File: config.mk
export PLATFORM = sky130hd
export DESIGN_NAME = q9sf_front
export DESIGN_NICKNAME = d
export VERILOG_FILES = /design/src/sv/q9sf_pkg.sv /design/src/sv/q9sf_front.sv
export SDC_FILE = /design/constraint.sdc
export NUM_CORES = 2
export LEC_CHECK = 0
export BUFFER_PORTS_ARGS = -buffer_cell sky130_fd_sc_hd__buf_2
export CORE_ASPECT_RATIO = 1.2
export CORE_MARGIN = 1.5
export CORE_UTILIZATION = 56
export DETAILED_ROUTE_END_ITERATION = 16
export PLACE_DENSITY = 0.82
export SLEW_MARGIN = 20
export SYNTH_ARGS = -nofsm -noshare
export SYNTH_HDL_FRONTEND = slang
export SYNTH_SLANG_ARGS = --single-unit
File: constraint.sdc
create_clock -name vclk -period 18.4
set_clock_uncertainty 0.1 [all_clocks]
set_input_delay 0.92 -clock vclk [all_inputs]
set_output_delay 0.92 -clock vclk [all_outputs]
set_load 0.05 [all_outputs]
File: src/sv/q9sf_pkg.sv
// Shared types and constants for the 9-node quadrilateral shape function evaluator.
// Used by the front, queue, back and top modules; depends on nothing.
`default_nettype none

package q9sf_pkg;

   localparam int COORD_W     = 16;             // xi, eta
   localparam int FRAC_BITS   = 14;             // fixed-point scale of inputs and outputs
   localparam int OUT_W       = 18;             // shape value and derivatives
   localparam int NODE_W      = 4;
   localparam int PRIM_W      = 2 * COORD_W;    // quadratic factors a, b, c, d, p, q
   localparam int GRAD_W      = COORD_W + 2;    // linear factors 2x+-1, -x
   localparam int VPROD_W     = 2 * PRIM_W;
   localparam int DPROD_W     = PRIM_W + GRAD_W;
   localparam int SHIFT_W     = 7;
   localparam int QUEUE_DEPTH = 2;

   typedef enum logic [NODE_W-1:0] {
      NODE_CORNER_PP   = 4'd0,
      NODE_CORNER_MP   = 4'd1,
      NODE_CORNER_MM   = 4'd2,
      NODE_CORNER_PM   = 4'd3,
      NODE_EDGE_TOP    = 4'd4,
      NODE_EDGE_LEFT   = 4'd5,
      NODE_EDGE_BOTTOM = 4'd6,
      NODE_EDGE_RIGHT  = 4'd7,
      NODE_FACE        = 4'd8
   } q9sf_node_type;

   // Factors of one point, shared by all nine nodes
   typedef struct packed {
      logic signed [PRIM_W-1:0] a;     // x(x+1)
      logic signed [PRIM_W-1:0] b;     // e(e+1)
      logic signed [PRIM_W-1:0] c;     // x(x-1)
      logic signed [PRIM_W-1:0] d;     // e(e-1)
      logic signed [PRIM_W-1:0] p;     // 1-x^2
      logic signed [PRIM_W-1:0] q;     // 1-e^2
      logic signed [GRAD_W-1:0] gxp;   // 2x+1
      logic signed [GRAD_W-1:0] gxm;   // 2x-1
      logic signed [GRAD_W-1:0] gep;   // 2e+1
      logic signed [GRAD_W-1:0] gem;   // 2e-1
      logic signed [GRAD_W-1:0] nx;    // -x
      logic signed [GRAD_W-1:0] ne;    // -e
   } q9sf_entry_type;

   typedef struct packed {
      logic full;
      logic empty;
   } q9sf_qstat_type;

endpackage

`default_nettype wire

File: src/sv/q9sf_front.sv
// Front end: accepts coordinate words and forms the per-point quadratic and linear factors.
// Depends on q9sf_pkg; writes into q9sf_queue.
`default_nettype none

module q9sf_front (
   input  wire                          req_tvalid,
   output logic                         req_tready,
   input  wire  [31:0]                  req_tdata,   // xi [15:0], eta [31:16]
   input  q9sf_pkg::q9sf_qstat_type     qstat,
   output logic                         push,
   output q9sf_pkg::q9sf_entry_type     entry
);
   import q9sf_pkg::*;

   localparam logic signed [COORD_W:0]   ONE_X  = (COORD_W+1)'(1 << FRAC_BITS);
   localparam logic signed [PRIM_W-1:0]  ONE_SQ = PRIM_W'(1) << (2 * FRAC_BITS);
   localparam logic signed [GRAD_W-1:0]  ONE_G  = GRAD_W'(1 << FRAC_BITS);

   logic signed [COORD_W-1:0] x, e;
   logic signed [COORD_W:0]   xp, xm, ep, em;
   logic signed [2*COORD_W:0] a_full, b_full, c_full, d_full;
   logic signed [PRIM_W-1:0]  xsq, esq;
   logic signed [GRAD_W-1:0]  x2, e2;

   assign req_tready = !qstat.full;
   assign push       = req_tvalid && req_tready;

   always_comb begin
      x  = req_tdata[COORD_W-1:0];
      e  = req_tdata[2*COORD_W-1:COORD_W];
      xp = (COORD_W+1)'(x) + ONE_X;
      xm = (COORD_W+1)'(x) - ONE_X;
      ep = (COORD_W+1)'(e) + ONE_X;
      em = (COORD_W+1)'(e) - ONE_X;
      a_full = x * xp;
      c_full = x * xm;
      b_full = e * ep;
      d_full = e * em;
      xsq = x * x;
      esq = e * e;
      x2  = GRAD_W'(x) <<< 1;
      e2  = GRAD_W'(e) <<< 1;

      // every factor fits its field for any 16-bit coordinate
      entry.a   = a_full[PRIM_W-1:0];
      entry.b   = b_full[PRIM_W-1:0];
      entry.c   = c_full[PRIM_W-1:0];
      entry.d   = d_full[PRIM_W-1:0];
      entry.p   = ONE_SQ - xsq;
      entry.q   = ONE_SQ - esq;
      entry.gxp = x2 + ONE_G;
      entry.gxm = x2 - ONE_G;
      entry.gep = e2 + ONE_G;
      entry.gem = e2 - ONE_G;
      entry.nx  = -GRAD_W'(x);
      entry.ne  = -GRAD_W'(e);
   end

endmodule

`default_nettype wire

==> impl_metrics.env <==
export IMPL_met1_length_mm=39.6
export IMPL_min_from="qstat[1]"
export IMPL_first_pass_iters=6
export IMPL_fin_crit_sh_pct=58.9
export IMPL_nFillCells=6697
export IMPL_nFlopsAndLatches=0
export IMPL_post_cts_resized=0
export IMPL_drt_iter0_markers=1990
export IMPL_io_buffer_count=328
export IMPL_max_slew_margin_rel_pct=21.4
export IMPL_synth_most_common_cell="inv_1"
export IMPL_final_antenna_net_count=0
export IMPL_setup_viol=0
export IMPL_slew_violations=0
export IMPL_crit_fanout=29
export IMPL_worstSetupEndpointType="primary output"
export IMPL_status="complete, no violations"
export IMPL_fin_cells=6285
export IMPL_post_route_cells_drive_above_1_share_pct=7.21
export IMPL_via_count=33100
export IMPL_drc=0
export IMPL_hold_viol=0
export IMPL_start_util_pct=56.5
export IMPL_clock_fmax_mhz=92.2
export IMPL_critPathArrivalTime_ns=9.83
export IMPL_io_pins=337
export IMPL_place_congestion=0.885
export IMPL_ys_types=77
export IMPL_grt_max_degree=31
export IMPL_worst_pin_slew_ns=1.17
export IMPL_synth_yosys_seq_area_share_pct=0
export IMPL_synthTopCellsByCount="inv_1 (1713), fa_1 (1205), ha_1 (476)"
export IMPL_yosys_warnings=0
export IMPL_top_layer="met4"
export IMPL_die_y_um=318
export IMPL_drt_wl_total_mm=104
export IMPL_post_drt_wl_per_cell_um=16.5
export IMPL_avgSynthCellArea_sq_um=9.15
export IMPL_grt_pass1_vias=36900
export IMPL_crit_start="req_tdata[14]"
export IMPL_cts_hold_fix_buffers=0
export IMPL_wl_met2_mm=53.7
export IMPL_std_cell_rows=115
export IMPL_grt_overflow=0
export IMPL_nNetsFinal=6950
export IMPL_yosysTopAreaCellShare_pct=52.0
export IMPL_vias_per_cell=5.26
export IMPL_die_w_um=266
export IMPL_synthTopCellsByArea="fa_1 (52%), inv_1 (14%), ha_1 (13%), xnor2_1 (3.8%), nand2_1 (2.9%)"
export IMPL_rsz0062_at_grt="false"
export IMPL_cts_setup_buffers=0
export IMPL_place_inst=6285
export IMPL_grt_util_all_layers_pct=25.8
export IMPL_antenna_found_initial=6
export IMPL_netlist_instances=5067
export IMPL_route_met3_wl_mm=6.83
export IMPL_path_class="input pin to primary output"
export IMPL_core_area_sq_mm=0.0820
export IMPL_synthToLayoutAreaGrowth_pct=4.35
export IMPL_min_path_type="input pin to primary output"
export IMPL_yosys_area_top_type="fa_1"
export IMPL_fin_tns_setup_ns=0
export IMPL_dpl_hpwl_mm=91.0
export IMPL_start_kind="input pin"
export IMPL_multiInputGateArea_sq_mm=0.0389
export IMPL_synth_area_sq_mm=0.0464
export IMPL_drv_cap=0
export IMPL_worstPathRequired_ns=17.38
export IMPL_die_area_sq_mm=0.0845
export IMPL_min_period_ns=10.85
export IMPL_seqCellArea_sq_um=0
export IMPL_grt_pass1_wl_mm=175
export IMPL_num_antenna_cells=0
export IMPL_nClkBuffers=0
cell usage in the layout (no fill, tap or decap), types with 21 or more instances in the layout:
master and count:
o21ai_0 67, inv_1 1713, xor2_1 61, and2_1 40
o21a_1 21, ha_1 476, nor2b_1 22, nand3_1 30
fa_1 1205, nand2_1 354, nor2_1 185, a21oi_1 115
buf_2 328, xnor2_1 203, nor3_1 40, nand2b_1 35
a21o_1 71
per-layer routing:
metal | up-vias | GRT usage (%)
met5 | - | 0
met4 | 0 | 8.03
met3 | 279 | 3.36
met2 | 1096 | 46.1
met1 | 16800 | 32.5
li1 | 14900 | -
layout make-up:
class	instances	area share [%]
Inverter	1722	13.4
Multi-Input combinational cell	3171	80.3
Tap cell	1053	2.72
Timing Repair Buffer	339	3.56
cell families (layout without fill, tap and decap cells):
family                     count (synthesis)  after routing  synth area share [%]
and+or+nand+nor                          776            776                  7.47
adders and majority gates               1681           1681                  64.9
xor gates and xnor gates                 264            264                  4.99
AOI/OAI and AO/OA                        430            430                  6.22
other                                      1             12               0.00809
muxes                                      8              8                 0.181
buffers and inverters                   1907           2061                  16.2
critical path, cell delays in order:
cell and delay, ns:
buf_2 0.07, buf_4 0.42, clkinv_1 0.75, ha_1 1.34, nand2_1 0.19, fa_1 0.58, inv_1 0.06, fa_1 0.44
fa_1 0.54, inv_1 0.06, fa_1 0.56, inv_1 0.06, fa_1 0.47, inv_1 0.05, fa_1 0.47, inv_1 0.04
ha_1 0.33, and3_1 0.20, a221oi_1 0.32, o21ai_1 0.14, a221oi_1 0.55, a21oi_1 0.16, a2111o_1 0.42, a21oi_1 0.19
xnor2_1 0.17, buf_2 0.30
stage by stage:
stage / hold slack [ns] / area [sq um] / setup WS [ns] / util [%]
floorplan: 1.91 / 46400 / 9.13 / -
global placement: 2.05 / 48400 / 7.93 / 59.0
detailed placement: 2.06 / 48400 / 7.84 / 59.0
CTS: 2.06 / 48400 / 7.80 / 59.0
global route: 2.06 / 48400 / 7.26 / 59.0
finish: 2.06 / 48400 / 7.55 / 59.0
worst paths after layout:
path         end  slack (ns)  cells after the start
min   req_tready        2.06                      3
max   entry[298]        7.55                     26
Power is left out: the tool's default activity adds up to more than one toggle a clock period on the data nets, which glitch-free logic cannot reach.
