<file path="config.mk">
export PLATFORM = sky130hd
export DESIGN_NAME = q9sf_queue
export DESIGN_NICKNAME = d
export VERILOG_FILES = /design/src/sv/q9sf_pkg.sv /design/src/sv/q9sf_queue.sv
export SDC_FILE = /design/constraint.sdc
export NUM_CORES = 1
export LEC_CHECK = 0
export BUFFER_PORTS_ARGS = -buffer_cell sky130_fd_sc_hd__buf_4
export CAP_MARGIN = 10
export CORE_AREA = 2 2 234 236
export DETAILED_ROUTE_END_ITERATION = 8
export DIE_AREA = 0 0 236 238
export PLACE_DENSITY = 0.72
export SETUP_SLACK_MARGIN = 0.4
export SLEW_MARGIN = 20
export SYNTH_ARGS = -nofsm -noshare
export SYNTH_HDL_FRONTEND = slang
export SYNTH_SLANG_ARGS = --single-unit
</file>
<file path="constraint.sdc">
create_clock -name clock -period 43 [get_ports clock]
set_clock_uncertainty 0.15 [all_clocks]
set_input_delay 6.45 -clock clock [delete_from_list [all_inputs] [get_ports clock]]
set_output_delay 6.45 -clock clock [all_outputs]
set_load 0.01 [all_outputs]
</file>
<file path="src/sv/q9sf_pkg.sv">
// Shared types and constants for the 9-node quadrilateral shape function evaluator.
// Used by the front, queue, back and top modules; depends on nothing.
`default_nettype none

package q9sf_pkg;

   localparam int COORD_W     = 16;             // xi, eta
   localparam int FRAC_BITS   = 14;             // fixed-point scale of inputs and outputs
   localparam int OUT_W       = 18;             // shape value and derivatives
   localparam int NODE_W      = 4;
   localparam int PRIM_W      = 2 * COORD_W;    // quadratic factors a, b, c, d, p, q
   localparam int GRAD_W      = COORD_W + 2;    // linear factors 2x+-1, -x
   localparam int VPROD_W     = 2 * PRIM_W;
   localparam int DPROD_W     = PRIM_W + GRAD_W;
   localparam int SHIFT_W     = 7;
   localparam int QUEUE_DEPTH = 2;

   typedef enum logic [NODE_W-1:0] {
      NODE_CORNER_PP   = 4'd0,
      NODE_CORNER_MP   = 4'd1,
      NODE_CORNER_MM   = 4'd2,
      NODE_CORNER_PM   = 4'd3,
      NODE_EDGE_TOP    = 4'd4,
      NODE_EDGE_LEFT   = 4'd5,
      NODE_EDGE_BOTTOM = 4'd6,
      NODE_EDGE_RIGHT  = 4'd7,
      NODE_FACE        = 4'd8
   } q9sf_node_type;

   // Factors of one point, shared by all nine nodes
   typedef struct packed {
      logic signed [PRIM_W-1:0] a;     // x(x+1)
      logic signed [PRIM_W-1:0] b;     // e(e+1)
      logic signed [PRIM_W-1:0] c;     // x(x-1)
      logic signed [PRIM_W-1:0] d;     // e(e-1)
      logic signed [PRIM_W-1:0] p;     // 1-x^2
      logic signed [PRIM_W-1:0] q;     // 1-e^2
      logic signed [GRAD_W-1:0] gxp;   // 2x+1
      logic signed [GRAD_W-1:0] gxm;   // 2x-1
      logic signed [GRAD_W-1:0] gep;   // 2e+1
      logic signed [GRAD_W-1:0] gem;   // 2e-1
      logic signed [GRAD_W-1:0] nx;    // -x
      logic signed [GRAD_W-1:0] ne;    // -e
   } q9sf_entry_type;

   typedef struct packed {
      logic full;
      logic empty;
   } q9sf_qstat_type;

endpackage

`default_nettype wire

</file>
<file path="src/sv/q9sf_queue.sv">
// Short queue of point factors between front and back end.
// Depends on q9sf_pkg.
`default_nettype none

module q9sf_queue #(
   parameter int DEPTH = q9sf_pkg::QUEUE_DEPTH
) (
   input  wire                          clock,
   input  wire                          reset,
   input  wire                          push,
   input  q9sf_pkg::q9sf_entry_type     wr_entry,
   input  wire                          pop,
   output q9sf_pkg::q9sf_entry_type     head,
   output q9sf_pkg::q9sf_qstat_type     qstat
);
   import q9sf_pkg::*;

   localparam int PTR_W = (DEPTH > 1) ? $clog2(DEPTH) : 1;
   localparam int CNT_W = $clog2(DEPTH + 1);

   q9sf_entry_type   mem_ff [DEPTH];
   logic [PTR_W-1:0] wr_ptr_ff, wr_ptr_in, rd_ptr_ff, rd_ptr_in;
   logic [CNT_W-1:0] count_ff, count_in;

   assign head        = mem_ff[rd_ptr_ff];
   assign qstat.full  = (count_ff == CNT_W'(DEPTH));
   assign qstat.empty = (count_ff == '0);

   always_comb begin
      wr_ptr_in = wr_ptr_ff;
      rd_ptr_in = rd_ptr_ff;
      count_in  = count_ff;
      if (push) begin
         wr_ptr_in = (wr_ptr_ff == PTR_W'(DEPTH - 1)) ? '0 : wr_ptr_ff + PTR_W'(1);
      end
      if (pop) begin
         rd_ptr_in = (rd_ptr_ff == PTR_W'(DEPTH - 1)) ? '0 : rd_ptr_ff + PTR_W'(1);
      end
      if (push && !pop) begin
         count_in = count_ff + CNT_W'(1);
      end else if (pop && !push) begin
         count_in = count_ff - CNT_W'(1);
      end
   end

   always_ff @(posedge clock) begin
      if (reset) begin
         wr_ptr_ff <= '0;
         rd_ptr_ff <= '0;
         count_ff  <= '0;
      end else begin
         wr_ptr_ff <= wr_ptr_in;
         rd_ptr_ff <= rd_ptr_in;
         count_ff  <= count_in;
      end
   end

   always_ff @(posedge clock) begin
      if (push) begin
         mem_ff[wr_ptr_ff] <= wr_entry;
      end
   end

   a_count_bound: assert property (@(posedge clock) disable iff (reset)
      count_ff <= CNT_W'(DEPTH))
      else $error("queue count above depth");

   a_no_overflow: assert property (@(posedge clock) disable iff (reset)
      push |-> !qstat.full || pop)
      else $error("queue written while full");

   a_no_underflow: assert property (@(posedge clock) disable iff (reset)
      pop |-> !qstat.empty)
      else $error("queue read while empty");

endmodule

`default_nettype wire

</file>
==> key figures, run 1 <==
Run status
  – Outcome: completed

Critical path
  – Critical path startpoint category: flop
  – Largest fanout on the critical path: 173
  – R2R depth: 2
  – Critical path type: flop to output pin
  – Crit path to: head[281]
  – Reg2reg start: wr_ptr_ff
  – CP arrival: 3130 ps
  – R2r setup slk: between 40000 and 50000 ps
  – Reg2reg end: mem_ff[1][233]
  – Critical path endpoint category: output pin
  – WP data required: 36400 ps

GRT
  – GR Overflow Total: 0
  – Met1 Resource Use GR: 18.78%
  – Total GRT Usage: approximately 17%
  – Vias in the first global route: about 12k
  – Met2 Use GR: 29.55%
  – GR peak layer: met2
  – Largest net degree at the start of global routing: around 170
  – First-pass GRT wire length: approximately 72 mm
  – GR met3 Demand/Resource: under 10%
  – Initial antenna violation count: 5

Timing
  – Post-layout min period: a little under 10000 ps
  – Slew HR: 18.62%
  – Fin. Hold Viols: 0
  – Fin Setup TNS: 0 ps
  – Worst-margin pin slew: around 1200 ps
  – Final setup vio count: 0
  – Max Fclk: 0.1028 GHz
  – RSZ-0062 raised after global routing: false
  – Slew Limit Fails: 0
  – Tcrit/Tclk final: 22.63%

CTS
  – Post-CTS sizing: 0
  – CTS tree: built
  – Clock-pin slew on the worst setup and hold paths: roughly 60 ps
  – Post-CTS Setup Inserts: 0
  – CTS Buf Count: 60
  – CTS sink count: a little over 600
  – H-tree levels: 2
  – CTS Hold Bufs: 0
  – CTS Root Cell: clkbuf_16
  – CTS max path bufs: 3
  – Clk Latency, worst-skew pair: ~600 ps

Floorplanning
  – FP Rows: 85
  – Initial Utilization: between 40% and 50%
  – Core Footprint: ~53000 um^2
  – Die width: 236 um
  – Die H: about 240 um
  – Die area: between 50000 and 60000 um^2
  – Num ports: between 600 and 700

Logic synthesis
  – Share of the synthesized area in the top cell type: 81.72%
  – Syn nets: between 1k and 1.5k
  – Area contributors post-synth: edfxtp_1, mux2_2, clkbuf_8, dfxtp_1, buf_6
  – Mapped Avg Cell Area: roughly 23 um^2
  – Mapped Cells: between 900 and 1k
  – Ys Warns: 0
  – Cell Area, Synth: 22050 um^2
  – Post-synthesis cell type count: 15
  – Post-synthesis sequential area ratio: 82.17%
  – #FFs+latches synth: 605
  – Leading area contributor after synthesis: edfxtp_1

Power
  – Max rail drop VDD: 0.03486 mV
  – Total Power: 0.001351 W
  – PwrDens: around 47 nW/um^2
  – LEAKAGE: 10.70 nW

Route
  – Via Count: about 11k
  – Mean number of vias per cell: around 4.8
  – ANT nets after route: 0
  – Residual DRC: 0
  – Drt initial violations: slightly above 600
  – Final WL: 49.23 mm
  – Wire length per cell: 21.06 um
  – Pre-antenna DRT Iters: 5

Worst hold path
  – Tightest Hold Check Type: flop to flop

Layout
  – Multi-input gate area: approximately 3500 um^2
  – Layout net count: 1901
  – Layout area overhead: 31.28%
  – FF+latch area: 18120 um^2
  – Fillers: 4167
  – Share of layout cells above drive strength 1: a little over 60%

Placement
  – Gpl congestion: 0.7882
  – PortBufs: 605
  – Hpwl dp: 33.56 mm

Flow run
  – Max-cap violations: 0
## cell families (layout without fill, tap and decap cells)
kind of cell	Yosys count	count (layout)	share of synthesized area [%]
adder cells (fa/ha/maj)	1	1	0.05674
AND/OR/NAND/NOR	9	9	0.1987
other	0	1	0
AO/OA/AOI/OAI	2	2	0.04536
flip-flops	605	605	82.17
XOR/XNOR	4	4	0.1589
buffers and inverters	34	720	2.043
multiplexers	300	300	15.32
## worst min-delay path by stage
stage	end	depth (start not counted)	start
finish	count_ff[1]	2	count_ff[1]
global route	count_ff[1]	2	count_ff[1]
CTS	count_ff[1]	2	count_ff[1]
detailed placement	count_ff[1]	2	count_ff[1]
global placement	count_ff[1]	2	count_ff[1]
floorplan	count_ff[1]	2	count_ff[1]
## through the flow
step	hold slack (ps)	std cells	instance area (um^2)	utilization (%)	setup slack, ps
floorplan	310.8	955	22050	-	22500
global placement	325.4	2230	27120	50.69	33950
detailed placement	343.6	2230	27120	50.69	33940
CTS	352.4	2337	28940	54.10	33270
global route	373.7	2338	28940	54.10	33150
finish	348.3	2338	28940	54.10	33270
## worst max-delay path, cell delays in order, from the launching register on
cell and delay (ps):
dfxtp_4 870, buf_12 600, mux2_2 460, buf_4 160
## metal layers
layer,vias up,routed length (um),share of wire [%]
met5,-,27,0.055
met4,4,1072,2.2
met3,72,5133,10
met2,476,25570,52
met1,5658,17430,35
li1,5114,-,-
## power by group
| part | switching (W) | total, W | internal [W] |
|---|---|---|---|
| combinational | 0.0000794 | 0.000167 | 0.0000871 |
| clock | 0.000208 | 0.000485 | 0.000277 |
| sequential | 0.00000969 | 0.000699 | 0.000690 |
| total | 0.000297 | 0.00135 | 0.00105 |
## sequential cells by signal, indices dropped and copies added, names as in the netlist, named ones only
signal,count
rd_ptr_ff,1
wr_ptr_ff,1
count_ff,2
mem_ff,600
## Yosys cell counts
| master | instances |
|---|---|
| o21ai_0 | 1 |
| mux2_2 | 300 |
| buf_6 | 3 |
| nor2b_1 | 2 |
| edfxtp_1 | 600 |
| nor2_1 | 5 |
| a21oi_1 | 1 |
| ha_1 | 1 |
| or3_1 | 1 |
| dfxtp_1 | 5 |
| xor2_1 | 2 |
| clkbuf_8 | 30 |
| and2_1 | 1 |
| inv_1 | 1 |
| xnor2_1 | 2 |
## area by class of cell
cell class,instances,share of cell area [%]
antenna,1,0.008646
clock buffer,75,5.456
clock inverter,32,0.8430
inverter,1,0.01297
multi-input combinational,316,12.06
sequential,605,62.61
tap,696,3.009
timing repair buffer,612,16.00
## placed cells by master, fill, tap and decap left out, drive strengths merged
cell	netlist	layout
a21oi	1	1
and2	1	1
buf	3	612
bufinv	0	3
clkbuf	30	75
clkinv	0	23
clkinvlp	0	3
dfxtp	5	5
diode	0	1
edfxtp	600	600
ha	1	1
inv	1	4
mux2	300	300
nor2	5	5
nor2b	2	2
o21ai	1	1
or3	1	1
xnor2	2	2
xor2	2	2
No activity file was read; power rests on OpenSTA's default activity.
==> inputs of run 2 (changes only) <==
- ABC_AREA: default -> 1
- CORE_AREA: 2 2 234 236 -> 2 2 233 235
- DIE_AREA: 0 0 236 238 -> 0 0 235 237
- PLACE_DENSITY: 0.72 -> 0.75
- clock period: 43 -> 8.57 ns (I/O delays scaled with it)
==> run 2 against run 1 <==
  * Utilization grew 0.26 points
  * Sequential share of layout area barely moved
  * Die area down 0.84%
  * Combinational power rose to 4.7 times the previous value
  * Largest cell class unchanged
  * Largest power group unchanged
==> key figures, run 2 <==
Run status
  – Outcome: completed

Logic synthesis
  – FFs w/ async S/R, synth: 0%
  – Ys Warns: 0
  – Mapped Avg Cell Area: 22.85 um^2
  – Mapped Cells: ~970
  – Most frequent cell after synthesis: edfxtp_1
  – Cell Area, Synth: approximately 22000 um^2
  – Post-synthesis sequential area ratio: between 80% and 90%
  – Area contributors post-synth: edfxtp_1, mux2_2, clkbuf_8, dfxtp_1, inv_1
  – Post-synthesis cell type count: 15
  – Post-synth EDFFs: 600
  – Syn nets: 1271
  – #FFs+latches synth: approximately 600
  – Main synth FF type: edfxtp_1
  – Share of the synthesized area in the top cell type: around four fifths
  – Leading area contributor after synthesis: edfxtp_1
  – Top cells by count, synth: edfxtp_1, mux2_2, clkbuf_8, inv_1, nor2_1

Critical path
  – Critical path startpoint category: flop
  – CP arrival: about 3200 ps
  – WP data required: 7130 ps
  – Largest fanout on the critical path: just under 80
  – R2R depth: 3
  – Critical path endpoint category: output pin
  – Critical path type: flop to output pin

Timing
  – Post-layout min period: around 4600 ps
  – Final setup vio count: 0
  – Slew HR: a little under a fifth
  – Fin. Hold Viols: 0
  – Slew Limit Fails: 0
  – Tcrit/Tclk final: between 50% and 60%
  – Fin Setup TNS: 0 ps
  – Setup ws final: approximately 3900 ps
  – Max Fclk: approximately 0.22 GHz
  – RSZ-0062 raised after global routing: false
  – Worst-margin pin slew: between 1000 and 1500 ps

Floorplanning
  – Num ports: between 600 and 700
  – FP Rows: between 80 and 90
  – Core Footprint: around 53000 um^2
  – Die width: ~240 um
  – Die H: ~240 um
  – Die area: around 56000 um^2
  – Initial Utilization: between 40% and 50%

Layout
  – Layout net count: ~1.9k
  – Layout area overhead: 31.25%
  – Cell area after layout: 28970 um^2
  – Largest reg by FF count: mem_ff
  – Biggest regs: mem_ff: 600 flops, count_ff: 2 flops
  – Most common cell after layout, fill and taps aside: buf_4
  – Share of layout cells above drive strength 1: 60.41%
  – Max FFs per register: 600
  – Most frequent cells in the layout: buf_4, edfxtp_1, mux2_2, clkbuf_16, clkinv_2

Placement
  – Setup WS pre-CTS: roughly 4500 ps
  – PortBufs: 605
  – Hpwl dp: ~32 mm
  – Placed cell area: ~27000 um^2
  – Gpl congestion: about 0.78

GRT
  – GR Overflow Total: 0
  – Total GRT Usage: 16.73%
  – First-pass GRT wire length: 71.28 mm
  – Initial antenna violation count: 3
  – Largest net degree at the start of global routing: roughly 160
  – Vias in the first global route: between 10k and 15k

CTS
  – Clk Latency, worst-skew pair: roughly 600 ps
  – CTS Root Cell: clkbuf_16
  – CTS Buf Count: slightly below 60
  – CTS tree: built
  – H-tree levels: 2
  – Post-CTS Setup Inserts: 0
  – CTS Hold Bufs: 0
  – Post-CTS sizing: 0
  – Clock-pin slew on the worst setup and hold paths: roughly 60 ps
  – CTS sink count: 605
  – CTS max path bufs: 3

Worst hold path
  – Tightest Hold Check Type: flop to flop
  – Hold depth: 2

Route
  – Wire length per cell: a little over 20 um
  – Pre-antenna DRT Iters: 5
  – Via Count: around 11k
  – Mean number of vias per cell: 4.835
  – Drt initial violations: 667
  – Final WL: around 49 mm
  – ANT nets after route: 0
  – Residual DRC: 0

Power
  – LEAKAGE: ~11 nW
  – PwrDens: 231.1 nW/um^2
  – Total Power: roughly 0.0067 W
  – Max rail drop VDD: about 0.19 mV

Flow run
  – Max-cap violations: 0
==> run 2: cell count changes after synthesis, sizes merged, moves of 2 or more <==
| cell | change |
|---|---|
| nand2 | +5 |
| inv | +8 |
| nor2b | -2 |
| nor2 | +2 |
| xor2 | -2 |
==> run 2: cell families (layout without fill, tap and decap cells) <==
family,after synthesis,count (layout),share of synthesized area (%)
compound gates,2,2,0.04531
xor+xnor,1,1,0.03969
fa+ha+maj,1,1,0.05669
buf+inv,42,728,2.177
flops,605,605,82.10
mux,300,300,15.31
other cells,0,1,0
simple gates,15,15,0.2778
==> run 2: area by class of cell <==
cell class	instances	area (um^2)
diodes	1	2.502
clock buffers	72	1568
clock inverters	35	251.5
fillers	4137	24320
inverters	9	41.29
multi-input cells	319	3478
flip-flops and latches	605	18120
well taps	696	870.8
repair buffers	612	4632
==> run 2: worst paths after layout <==
path	start	slack (ps)	endpoint
hold reg to reg	rd_ptr_ff	380	rd_ptr_ff
setup / recovery	flop	3930	head[239]
hold / removal	rd_ptr_ff	380	rd_ptr_ff
setup reg to reg	wr_ptr_ff	5750	mem_ff[0][194]
==> run 2: power by group <==
part / leakage [nW] / switching, W / internal (W) / total, W
clock: 0.900 / 0.00105 / 0.00139 / 0.00243
combinational: 4.16 / 0.000363 / 0.000416 / 0.000780
sequential: 5.67 / 0.0000474 / 0.00343 / 0.00348
total: 10.7 / 0.00146 / 0.00524 / 0.00669
==> run 2: metal layers <==
layer	vias up	global-route usage (%)	routed length, um
li1	5140	-	-
met1	5667	18.96	17780
met2	457	29.58	25590
met3	89	5.223	3813
met4	4	6.291	1470
met5	-	0	31
==> run 2: worst max-delay path, cell delays in order, from the launching register on <==
cell     delay (ps)
dfxtp_4         980
buf_4           870
mux2_2          440
buf_4           150
==> run 2: through the flow <==
stage / hold WS, ps / util, % / cells
global route: 418.6 / 54.36 / 2349
detailed placement: 363.1 / 50.94 / 2241
CTS: 379.3 / 54.36 / 2348
finish: 377.6 / 54.36 / 2349
global placement: 347.7 / 50.94 / 2241
floorplan: 329.9 / - / 966
==> inputs of run 3 (changes only) <==
- ABC_AREA: 1 -> 0
- clock period: 8.57 -> 4.2 ns (I/O delays scaled with it)
==> run 3 against run 2 <==
  * Non-clock buffer count up 23
  * Die area unchanged
  * Sequential power up 110%
  * Utilization up 0.74 points
  * First-iteration DRC count up 6.9%
  * Count of clock-buffer cells in the layout up 2
  * Worst hold slack worse by 320 ps
  * Critical path depth unchanged
  * Sequential cell count unchanged
  * Worst setup slack worse by 2900 ps
  * Design area up 1.4%
  * Largest cell class unchanged
==> key figures, run 3 (synthesis gave the netlist of run 1 again) <==
CTS
  – CTS Hold Bufs: 0
  – CTS Root Cell: clkbuf_16
  – Post-CTS sizing: 0
  – CTS max path bufs: 3
  – CTS Buf Count: 59
  – Clock-pin slew on the worst setup and hold paths: about 60 ps
  – CTS tree: built
  – Post-CTS Setup Inserts: 0
  – Clk Latency, worst-skew pair: about 600 ps
  – CTS sink count: roughly 600
  – H-tree levels: 2

Critical path
  – Crit. path cell count: 3
  – Critical path startpoint category: flop
  – R2r setup slk: 2080 ps
  – Crit-path slowest cell: dfxtp_4
  – Reg2reg start: wr_ptr_ff
  – Worst Path Buf+Inv: 2
  – Reg2reg end: mem_ff[1][257]
  – WP data required: approximately 3400 ps
  – CP arrival: roughly 2400 ps
  – Crit-path cells: buf_12 > mux2_2 > buf_4
  – Critical path endpoint category: output pin
  – R2R depth: 2
  – CP max stage delay: around 840 ps
  – CP top delay family: flip-flops
  – Critical path type: flop to output pin
  – Crit path to: head[78]
  – Largest fanout on the critical path: 60

Timing
  – Slew HR: 49.82%
  – RSZ-0062 raised after global routing: false
  – Worst-margin pin slew: approximately 750 ps
  – Max Fclk: around 0.31 GHz
  – Post-layout min period: about 3200 ps
  – Fin. Hold Viols: 0
  – Slew Limit Fails: 0
  – Final setup vio count: 0
  – Tcrit/Tclk final: 76.14%
  – Fin Setup TNS: 0 ps

GRT
  – First-pass GRT wire length: roughly 74 mm
  – Vias in the first global route: approximately 12k
  – Initial antenna violation count: 2
  – GR Overflow Total: 0
  – Largest net degree at the start of global routing: 110
  – Total GRT Usage: around 18%

Power
  – Seq pwr share: roughly 50%
  – Pint: roughly 0.011 W
  – PwrDens: between 400 and 500 nW/um^2
  – LEAKAGE: 10.91 nW
  – Clk network pwr share: ~38%
  – Sw Pwr: about 0.0031 W
  – Switch share: between 20% and 30%
  – Max rail drop VDD: approximately 0.53 mV
  – Gate power share: 12.2%

Floorplanning
  – FP Rows: 85
  – Num ports: ~600
  – Initial Utilization: 41.38%
  – Die width: around 240 um
  – Die H: approximately 240 um
  – Die area: 55700 um^2
  – Core Footprint: 53280 um^2

Route
  – Mean number of vias per cell: around 4.8
  – Residual DRC: 0
  – Final WL: around 51 mm
  – Wire length per cell: approximately 22 um
  – Drt initial violations: 713
  – Pre-antenna DRT Iters: 4
  – ANT nets after route: 0
  – Via Count: between 10k and 15k

Layout
  – Most frequent cells in the layout: buf_4, edfxtp_1, mux2_2, clkbuf_16, clkbuf_1
  – Most common cell after layout, fill and taps aside: buf_4
  – Layout net count: roughly 1.9k
  – Fillers: between 4k and 5k
  – Share of layout cells above drive strength 1: between 60% and 70%
  – Biggest regs: mem_ff: 600 flops, count_ff: 2 flops
  – Core Util, Final: around 55%
  – Max FFs per register: 600
  – Layout area overhead: 33.15%
  – Largest reg by FF count: mem_ff

Placement
  – Gpl congestion: 0.8476
  – Hpwl dp: approximately 36 mm
  – PortBufs: 605

Run status
  – Outcome: completed

Flow run
  – Max-cap violations: 0

Worst hold path
  – Tightest Hold Check Type: primary input to flop
==> run 3: power by group through the flow <==
stage	registers [W]	logic (W)	clock network, W
2_1_floorplan	0.00728	0.000851	0
3_3_place_gp	0.00727	0.00173	0
3_5_place_dp	0.00729	0.00177	0
4_1_cts	0.00716	0.00178	0.00550
5_1_grt	0.00719	0.00185	0.00577
6_report	0.00716	0.00175	0.00538
==> run 3: per-stage QoR <==
step	setup WS, ps	std cells	hold WS (ps)	area, um^2	total power (W)
final	1002	2365	56.39	29360	0.01428
after global routing	869.7	2364	17.76	29350	0.01481
after CTS	903.5	2363	14.50	29350	0.01444
after detailed placement	1571	2253	357.2	27370	0.009055
after global placement	1572	2253	325.1	27370	0.009002
after floorplan	-1499	955	310.8	22060	0.008134
==> run 3: worst min path at each step <==
stage	start	endpoint	slack (ps)	cells after the start
5_1_grt	wr_entry[151]	mem_ff[1][151]	20	1
3_3_place_gp	count_ff[1]	count_ff[1]	330	2
2_1_floorplan	count_ff[1]	count_ff[1]	310	2
4_1_cts	wr_entry[50]	mem_ff[1][50]	10	1
6_report	wr_entry[151]	mem_ff[0][151]	60	1
3_5_place_dp	rd_ptr_ff	flop	360	2
==> run 3: layer usage <==
metal | vias up | track usage, % | routed length (um)
li1 | 5148 | - | -
met1 | 5692 | 20.15 | 18530
met4 | 0 | 6.674 | 1721
met2 | 496 | 30.26 | 26190
met5 | - | 0 | 0
met3 | 101 | 6.027 | 4569
==> run 3: worst reg2reg max path, cell delays in order (launching register included) <==
cell     delay (ps)
dfxtp_1         410
and2_4          580
buf_12          500
==> run 3: final cells by class <==
class	instances	area, um^2	area share (%)
flip-flops and latches	605	18120	61.73
repair buffers	635	4880	16.62
multi-input cells	316	3490	11.89
clock buffers	74	1575	5.366
well taps	696	870.8	2.966
clock inverters	36	411.6	1.402
diodes	2	5.005	0.01705
inverters	1	3.754	0.01279
